<file path="src/amu_pkg.sv">
`timescale 1ns / 1ps

package amu_pkg;

    // Field and state widths.
    localparam int DATA_W  = 40;
    localparam int AMT_W   = 50;
    localparam int ARENA_W = 51;
    localparam int HDR_W   = 16;
    localparam int REM_W   = ARENA_W + 2;

    // Saturation limits.
    localparam logic [ARENA_W-1:0] ARENA_MAX = {ARENA_W{1'b1}};
    localparam logic [AMT_W-1:0]   AMT_MAX   = {AMT_W{1'b1}};

    // Operation selector codes.
    localparam logic [1:0] FUNC_TRY_ADD = 2'd0;
    localparam logic [1:0] FUNC_REMOVE  = 2'd1;
    localparam logic [1:0] FUNC_RESET   = 2'd2;

    // Controller states.
    typedef enum logic [3:0] {
        ST_IDLE,
        ST_DECODE,
        ST_ADD_PREP,
        ST_ADD_APPLY,
        ST_RM_SUB,
        ST_RM_INIT,
        ST_RM_LOOP,
        ST_CLEAR,
        ST_RND_INIT,
        ST_RND_STEP,
        ST_SUM_A,
        ST_SUM_B,
        ST_SUM_C,
        ST_DONE
    } amu_state_t;

    // Commands from the controller to the datapath.
    typedef struct packed {
        logic load;
        logic add_prep;
        logic add_apply;
        logic rm_sub;
        logic rm_init;
        logic rm_step;
        logic clear;
        logic rnd_init;
        logic rnd_step;
        logic sum_a;
        logic sum_b;
        logic sum_c;
        logic finish;
    } amu_cmd_t;

    // Status from the datapath to the controller.
    typedef struct packed {
        logic [1:0] func;
        logic       busy;
        logic       rnd_done;
        logic       out_free;
    } amu_status_t;

endpackage

</file>
<file path="src/amu_ctrl.sv">
`timescale 1ns / 1ps

module amu_ctrl (
    input  logic                clk,
    input  logic                rst_n,
    input  logic                in_valid,
    output logic                in_ready,
    input  amu_pkg::amu_status_t status,
    output amu_pkg::amu_cmd_t    cmd
);
    import amu_pkg::*;

    amu_state_t state_reg;
    amu_state_t state_next;

    // State register.
    always_ff @(posedge clk or negedge rst_n)
    begin
        if (!rst_n)
        begin
            state_reg <= ST_IDLE;
        end
        else
        begin
            state_reg <= state_next;
        end
    end

    // Next state and commands.
    always_comb
    begin
        state_next = state_reg;
        cmd        = '0;
        in_ready   = 1'b0;
        case (state_reg)
            ST_IDLE:
            begin
                in_ready = 1'b1;
                if (in_valid)
                begin
                    cmd.load   = 1'b1;
                    state_next = ST_DECODE;
                end
            end
            ST_DECODE:
            begin
                case (status.func)
                    FUNC_TRY_ADD: state_next = ST_ADD_PREP;
                    FUNC_REMOVE:  state_next = ST_RM_SUB;
                    FUNC_RESET:   state_next = ST_CLEAR;
                    default:      state_next = ST_DONE;
                endcase
            end
            ST_ADD_PREP:
            begin
                cmd.add_prep = 1'b1;
                state_next   = ST_ADD_APPLY;
            end
            ST_ADD_APPLY:
            begin
                cmd.add_apply = 1'b1;
                state_next    = ST_RND_INIT;
            end
            ST_RM_SUB:
            begin
                cmd.rm_sub = 1'b1;
                state_next = ST_RM_INIT;
            end
            ST_RM_INIT:
            begin
                cmd.rm_init = 1'b1;
                state_next  = ST_RM_LOOP;
            end
            ST_RM_LOOP:
            begin
                // Lanes step together until each fits or steps run out.
                if (status.busy)
                begin
                    cmd.rm_step = 1'b1;
                end
                else
                begin
                    state_next = ST_RND_INIT;
                end
            end
            ST_CLEAR:
            begin
                cmd.clear  = 1'b1;
                state_next = ST_RND_INIT;
            end
            ST_RND_INIT:
            begin
                cmd.rnd_init = 1'b1;
                state_next   = ST_RND_STEP;
            end
            ST_RND_STEP:
            begin
                if (status.rnd_done)
                begin
                    state_next = ST_SUM_A;
                end
                else
                begin
                    cmd.rnd_step = 1'b1;
                end
            end
            ST_SUM_A:
            begin
                cmd.sum_a  = 1'b1;
                state_next = ST_SUM_B;
            end
            ST_SUM_B:
            begin
                cmd.sum_b  = 1'b1;
                state_next = ST_SUM_C;
            end
            ST_SUM_C:
            begin
                cmd.sum_c  = 1'b1;
                state_next = ST_DONE;
            end
            ST_DONE:
            begin
                // Wait until the output register can take the result.
                if (status.out_free)
                begin
                    cmd.finish = 1'b1;
                    state_next = ST_IDLE;
                end
            end
            default:
            begin
                state_next = ST_IDLE;
            end
        endcase
    end

endmodule

</file>
<file path="config.mk">
export PLATFORM = sky130hd
export DESIGN_NAME = amu_ctrl
export DESIGN_NICKNAME = d
export VERILOG_FILES = /design/src/amu_pkg.sv /design/src/amu_ctrl.sv
export SDC_FILE = /design/constraint.sdc
export NUM_CORES = 1
export LEC_CHECK = 0
export ABC_AREA = 0
export BUFFER_PORTS_ARGS = -buffer_cell sky130_fd_sc_hd__buf_2
export CAP_MARGIN = 20
export CORE_AREA = 2 2 39 41
export CTS_CLUSTER_DIAMETER = 30
export DETAILED_ROUTE_END_ITERATION = 7
export DIE_AREA = 0 0 41 43
export HOLD_SLACK_MARGIN = 0.1
export SLEW_MARGIN = 20
export SYNTH_ARGS = -nofsm -noshare
export SYNTH_HDL_FRONTEND = slang
export SYNTH_SLANG_ARGS = --single-unit
</file>
<file path="constraint.sdc">
create_clock -name clk -period 2.7 [get_ports clk]
set_clock_uncertainty 0.2 [all_clocks]
set_input_delay 0.135 -clock clk [delete_from_list [all_inputs] [get_ports clk]]
set_output_delay 0.135 -clock clk [all_outputs]
set_load 0.1 [all_outputs]
</file>
* After elaboration in Yosys (flattened, before gate mapping) *
Index checks and enable logic that the tools add are counted.
W data, S select, Z words.

storage, ports and cells
  logic and storage cells = 48
  output and inout bits = 14
  flip-flop bits (word level) = 4

cells by class
  reductions and logical operators = 4
  mux-type cells = 24
  eq/ne operators = 19

operators by type and width
  operator              count
  $pmux W4 S13          1
  $eq A4 B4 Y1 const B  6
  $mux W1               18
  $eq A4 B3 Y1 const B  4
  $mux W4               4
  $pmux W4 S3           1
  $eq A4 B2 Y1 const B  2
  $ne A2 B2 Y1 const B  4
  $eq A4 B1 Y1 const B  1
  $logic_not A4 Y1      1
  $reduce_and A4 Y1     1
  $eq A2 B1 Y1 const B  1
  $eq A2 B2 Y1 const B  1
  $logic_not A2 Y1      1
  $reduce_or A2 Y1      1

* Logic depth before layout (Yosys ltp) *
Gate-level depths: netlist of run 1.

  depth in word-level cells = 3
  mapped depth = 5
  depth with buffers taken out = 4

* Least setup slack after synthesis of run 1 *
No wires, ideal clock.

  kind = register -> output
  from = register state_reg[2]
  to = output cmd[12] in the netlist's numbering
  arrival = 4609 ps
  stages on the path, launching flop included = 4
  buffers on the path = 1
  setup slack = -2244 ps
  required time = 2365 ps
  cells stage by stage = dfrtp_1 -> clkbuf_1 -> nor4_1 -> and2_1

RTL lines
  element                   line            RTL
  start: declaration        amu_ctrl.sv:13  amu_state_t state_reg;
  start signal: assignment  amu_ctrl.sv:25  state_reg <= state_next;
  end: declaration          amu_ctrl.sv:9   output amu_pkg::amu_cmd_t cmd

==> flow_summary.yaml, run 1 <==
critical_path:
  crit_chain: "nand2b_1 > nor3_2 > buf_2"
  worst-endpoint-required_ps: 2370
  cp.arrival_ps: 1830
  cp-end-kind: "output port"
  max_stage_delay_ps: 700
  path_depth: 3
  crit_path_start_kind: "register"
  critPathMaxFanout: 16
  r2r_cells: 4
  critical_path_class: "reg -> out"
  critical_path.top_delay_family: "flip-flops"
  timing.critical_path.buf_inv: 1
  crit_slowest_cell: "dfrtp_1"
detailed_routing:
  vias: 484
  drt_iter0_drc: 10
  ant_nets: 0
  remaining_drc_errors: 0
  wire_per_inst_um: 10.65
  viasPerCell: 4.990
  wl_mm: 1.033
  first_pass_iters: 4
clocking:
  cts_tree: "built"
  cts_inserted_buffers: 3
  worstSkewPairLatency_ps: 230
  clock_sinks: 4
  clockBufferDepth: 2
  root_buffer: "clkbuf_4"
  postCtsSetupBuffers: 0
  cts-resized-gates: 0
  h-tree-depth: 1
  clk_pin_slew_ps: 40
die:
  io-pin-count: 22
  rows: 14
  die_area_um2: 1763
  core_um2: 1384
  start_util_pct: 29.84
  chipHeight_um: 43
  die_x_um: 41
logic_synthesis:
  synth_xor_area_share_pct: 0
  synth_top_family_by_area: "simple AND/OR/NAND/NOR gates"
  synthSimpleGateAreaFrac_pct: 41.82
  synthArstFlopShare_pct: 100.0
  synth.most_common_cell: "nor2_1"
  synth-compound-area-share_pct: 25.45
  syn_nets: 67
  ys.flop_type: "dfrtp_1"
  ys.warnings.count: 0
  synth.area.top_cells: "dfrtp_1 24%, nor2_1 10%, nor3_1 8.5%"
  synth_mux_area_share_pct: 2.727
  ys_types: 26
  synth_top_area_share_pct: 24.24
  ys_seq_elements: 4
  netlist_area_um2: 412.9
  synth_edf_count: 0
  netlist_top_cells_count: "11 x nor2_1, 7 x nor3_1, 5 x nand2_1"
  syn_inst: 59
  synthAdderAreaFrac_pct: 0
  ys_seq_area_share_pct: 24.24
  yosys.area.top_type: "dfrtp_1"
  avgSynthCellArea_um2: 6.998
worst_hold_path:
  hold_depth: 5
  hold_class: "in -> reg"
timing:
  tightest_slew_ps: 581.1
  hold_slack_ps: 106.8
  final.setup.tns_ps: 0
  setup_violations: 0
  slew_viol_final: 0
  post-route-period-util_pct: 80.29
  rsz0062_at_grt: "false"
  hold_violations: 0
  period_needed_ps: 2168
  max_freq_mhz: 461.3
  relSlewSlack_pct: 61.26
grt:
  grt_pass1_vias: 402
  grt_pass1_wl_mm: 1.642
  antenna_found_initial: 0
  overflow: 0
  grt_use_total_pct: 13.93
  grt_max_degree: 19
cells_and_area:
  nets: 91
  fin_util_pct: 44.39
  drive_above_1_share_pct: 41.98
  num_antenna_cells: 0
  largest_reg_flops: 4
  fill_cells: 148
  area_delta_synth_final_pct: 48.79
status:
  outcome: "completed"
placed_design:
  port_buffers: 21
  place_hpwl_um: 779.9
  gp_congestion: 0.7429
run:
  maxCapViolations: 0
[logic make-up (layout without fill, tap and decap cells)]
family,count (synthesis),in the layout
multiplexers,1,1
buffers and inverters,6,28
flip-flops,4,4
AND/OR/NAND/NOR,34,34
AO/OA/AOI/OAI,14,14
[worst reg2reg max path, stage by stage (launching register included)]
cell     delay (ps)
dfrtp_1         570
or3_1           450
o21a_2          140
o31ai_4         200
mux2_1          340
[metrics by stage]
step | setup WS [ps] | std cells | cell area, um^2
final | 532.1 | 97 | 614.3
after global routing | 392.9 | 97 | 614.3
after CTS | 510.3 | 97 | 614.3
after detailed placement | 677.3 | 92 | 571.8
after global placement | 666.6 | 92 | 571.8
after floorplan | -326.9 | 59 | 462.9
[layout by cell type (no fill, tap or decap)]
master         count
o31ai_4            1
clkbuf_4           3
o21bai_1           1
nand2b_1           3
o21ai_1            2
nor4bb_1           2
and2b_1            1
dfrtp_1            4
o221ai_1           1
a21oi_1            4
or3_1              1
o21a_2             1
nor3b_1            1
and2_1             1
o21ai_0            1
nand3_1            1
o211a_1            1
nor4_4             1
nand2_1            5
inv_1              2
a21boi_0           1
o22ai_1            1
buf_2             21
mux2_1             1
dlygate4sd3_1      2
nor2_1            11
nor3_2             7
[metal layers]
layer,GRT usage (%),up-vias,part of all wire [%]
met5,0,-,0
met4,8.000,0,0
met3,4.712,0,7.0
met2,20.94,16,48
met1,16.34,214,45
li1,-,254,-
[layout make-up]
class,instances,area [um^2],area share (%)
Timing Repair Buffer,23,125.1,20.37
Multi-Input combinational cell,49,339.1,55.19
Clock buffer,3,22.52,3.666
Inverter,2,7.507,1.222
Tap cell,16,20.02,3.259
Sequential cell,4,100.1,16.29
[path summary, 6_finish.rpt]
check                      slack, ps         start            to
max                              530  state_reg[1]        cmd[7]
min                              110     status[3]  state_reg[3]
max reg2reg                      680  state_reg[3]  state_reg[0]
min reg2reg                      660  state_reg[3]  state_reg[3]
max in group asynchronous       1550         rst_n  state_reg[0]
min in group asynchronous        590         rst_n  state_reg[1]
[timing repair]
action,4_1_cts,5_1_grt
hold endpoints to repair,4,0
setup endpoints to repair,0,0
hold buffers,2,0
Power of run 1 is not shown: default switching activity piles up to over one toggle a cycle in this logic, so the estimate is an artifact.
==> inputs of run 2 (changes only) <==
--- a/config.mk
+++ b/config.mk
@@ -5,7 +5,7 @@
 export SDC_FILE = /design/constraint.sdc
 export NUM_CORES = 1
 export LEC_CHECK = 0
-export ABC_AREA = 0
+export ABC_AREA = 1
 export BUFFER_PORTS_ARGS = -buffer_cell sky130_fd_sc_hd__buf_2
 export CAP_MARGIN = 20
 export CORE_AREA = 2 2 39 41
==> constraint.sdc (replaced) <==
create_clock -name clk -period 2.25 [get_ports clk]
set_clock_uncertainty 0.2 [all_clocks]
set_input_delay 0.1125 -clock clk [delete_from_list [all_inputs] [get_ports clk]]
set_output_delay 0.1125 -clock clk [all_outputs]
set_load 0.1 [all_outputs]
==> run 2 against run 1 <==
  * Hold slack gained 13 ps
  * Cell area grew 9.6%
  * Clock-buffer cell count is the same
  * Utilization grew 4.2 points
  * Critical path depth grew 5
  * Flip-flop and latch count is the same
  * Global-route usage grew 2.2 points
==> flow_summary.yaml, run 2 <==
run:
  maxCapViolations: 0
logic_synthesis:
  ys.flop_type: "dfrtp_1"
  synthArstFlopShare_pct: 100.0
  synth.most_common_cell: "nand2_1"
  ys_seq_area_share_pct: 22.60
  ys_seq_elements: 4
  synth.area.top_cells: "dfrtp_1 23%, nand2_1 16%, inv_1 11%"
  synth_edf_count: 0
  netlist_top_cells_count: "19 x nand2_1, 13 x inv_1, 10 x nor2_1"
  ys.warnings.count: 0
  syn_nets: 84
  syn_inst: 76
  netlist_area_um2: 442.9
  ys_types: 18
  avgSynthCellArea_um2: 5.828
  synth_top_area_share_pct: 22.60
  yosys.area.top_type: "dfrtp_1"
die:
  die_x_um: 41
  die_area_um2: 1763
  rows: 14
  core_um2: 1384
  chipHeight_um: 43
  io-pin-count: 22
  start_util_pct: 32.01
grt:
  grt_pass1_vias: 494
  grt_use_total_pct: 16.11
  grt_pass1_wl_mm: 1.945
  grt_max_degree: 11
  antenna_found_initial: 0
  overflow: 0
critical_path:
  r2r_cells: 8
  crit_path_start_kind: "register"
  critical_path.top_delay_family: "buffers and inverters"
  worst-endpoint-required_ps: 2160
  crit-reg2reg-launch: "state_reg[0]"
  r2r_slack_ps: 120
  timing.critical_path.buf_inv: 2
  critical_path_class: "reg -> reg"
  crit_slowest_cell: "dfrtp_1"
  max_stage_delay_ps: 590
  r2r-end: "state_reg[1]"
  cp-end-kind: "register"
  cp.arrival_ps: 2040
  crit_chain: "inv_2 > nor2_2 > nand2_2 > o21ai_2 > nor2_2 > o21ai_2 > nand2_1 > dlygate4sd3_1"
  critPathMaxFanout: 10
  startpoint: "state_reg[0]"
status:
  outcome: "completed"
timing:
  setup_violations: 0
  rsz0062_at_grt: "false"
  tightest_slew_ps: 487.0
  period_needed_ps: 2135
  max_freq_mhz: 468.4
  post-route-period-util_pct: 94.88
  slew_viol_final: 0
  hold_violations: 0
  relSlewSlack_pct: 67.76
detailed_routing:
  viasPerCell: 4.525
  drt_iter0_drc: 17
  vias: 552
  wl_mm: 1.194
  wire_per_inst_um: 9.787
  remaining_drc_errors: 0
  ant_nets: 0
  first_pass_iters: 3
cells_and_area:
  area_delta_synth_final_pct: 51.98
  num_antenna_cells: 0
  fin_cells: 122
  final_cell_mix: "21 x buf_2, 19 x nand2_1, 13 x inv_1"
  multi_input_area_um2: 281.5
  nets: 116
  largest_reg_flops: 4
  seqCellArea_um2: 100.1
  final_common_cell: "buf_2"
  drive_above_1_share_pct: 41.51
  fill_cells: 144
placed_design:
  place_hpwl_um: 934.9
  gp_congestion: 0.9137
  port_buffers: 21
  place_inst: 111
clocking:
  root_buffer: "clkbuf_4"
  clk_pin_slew_ps: 40
  cts_inserted_buffers: 3
  clockBufferDepth: 2
  worstSkewPairLatency_ps: 230
  clock_sinks: 4
  h-tree-depth: 1
  cts_tree: "built"
worst_hold_path:
  hold_class: "in -> reg"
  min_to: "state_reg[0]"
  hold_start: "in_valid"
  hold_depth: 4
[run 2: cell count changes after synthesis, sizes merged, moves of 2 or more]
cell / change
a21oi: -3
clkbuf: -3
inv: +15
nand2: +15
nand2b: -3
nand3: +4
nand4: +2
nor2: +5
nor3: -4
nor4bb: -2
o21ai: +2
[run 2: how the worst max path moves through the flow]
stage,endpoint,slack (ps),cells past startpoint
2_1_floorplan,cmd[6],-6,3
3_3_place_gp,cmd[4],520,5
3_5_place_dp,cmd[4],530,5
4_1_cts,state_reg[1],130,8
5_1_grt,state_reg[1],40,8
6_report,state_reg[1],120,8
[run 2: final cells by class]
cell class | count | area share, %
Inverter | 17 | 9.480
Clock buffer | 3 | 3.346
Multi-Input combinational cell | 53 | 41.82
Tap cell | 16 | 2.974
Sequential cell | 4 | 14.87
Timing Repair Buffer | 29 | 27.51
[run 2: worst register-to-register path, stage by stage (launching register included)]
cell and delay (ps):
dfrtp_1 590, inv_2 60, nor2_2 150, nand2_2 110
o21ai_2 160, nor2_2 70, o21ai_2 50, nand2_1 60
dlygate4sd3_1 550
[run 2: logic make-up (layout without fill, tap and decap cells)]
family	after synthesis	after routing	share of synthesized area, %
AOI/OAI and AO/OA	7	7	11.02
buffers and inverters	19	49	17.80
DFF	4	4	22.60
and+or+nand+nor	46	46	48.59
[run 2: layer usage]
layer	GRT usage [%]	part of all wire [%]	vias to the layer above
li1	-	-	295
met5	0	0	-
met2	25.00	48	14
met3	1.571	3.9	0
met1	21.10	48	243
met4	8.000	0	0
[run 2: repair_timing]
action,CTS,global route
hold endpoints to repair,8,0
resized for setup,0,0
buffers inserted,0,0
hold buffers,8,0
[run 2: through the flow]
| step | setup slack, ps | hold slack (ps) | util [%] | cell area (um^2) | TNS, ps |
|---|---|---|---|---|---|
| global placement | 515.8 | -283.4 | 41.23 | 570.5 | 0 |
| floorplan | -5.561 | -383.1 | - | 460.4 | -5.561 |
| detailed placement | 534.2 | -281.8 | 41.23 | 570.5 | 0 |
| CTS | 134.2 | 125.5 | 48.64 | 673.1 | 0 |
| global route | 43.37 | 129.7 | 48.64 | 673.1 | 0 |
| finish | 115.2 | 120.3 | 48.64 | 673.1 | 0 |
Power of run 2 is left out for the same reason.
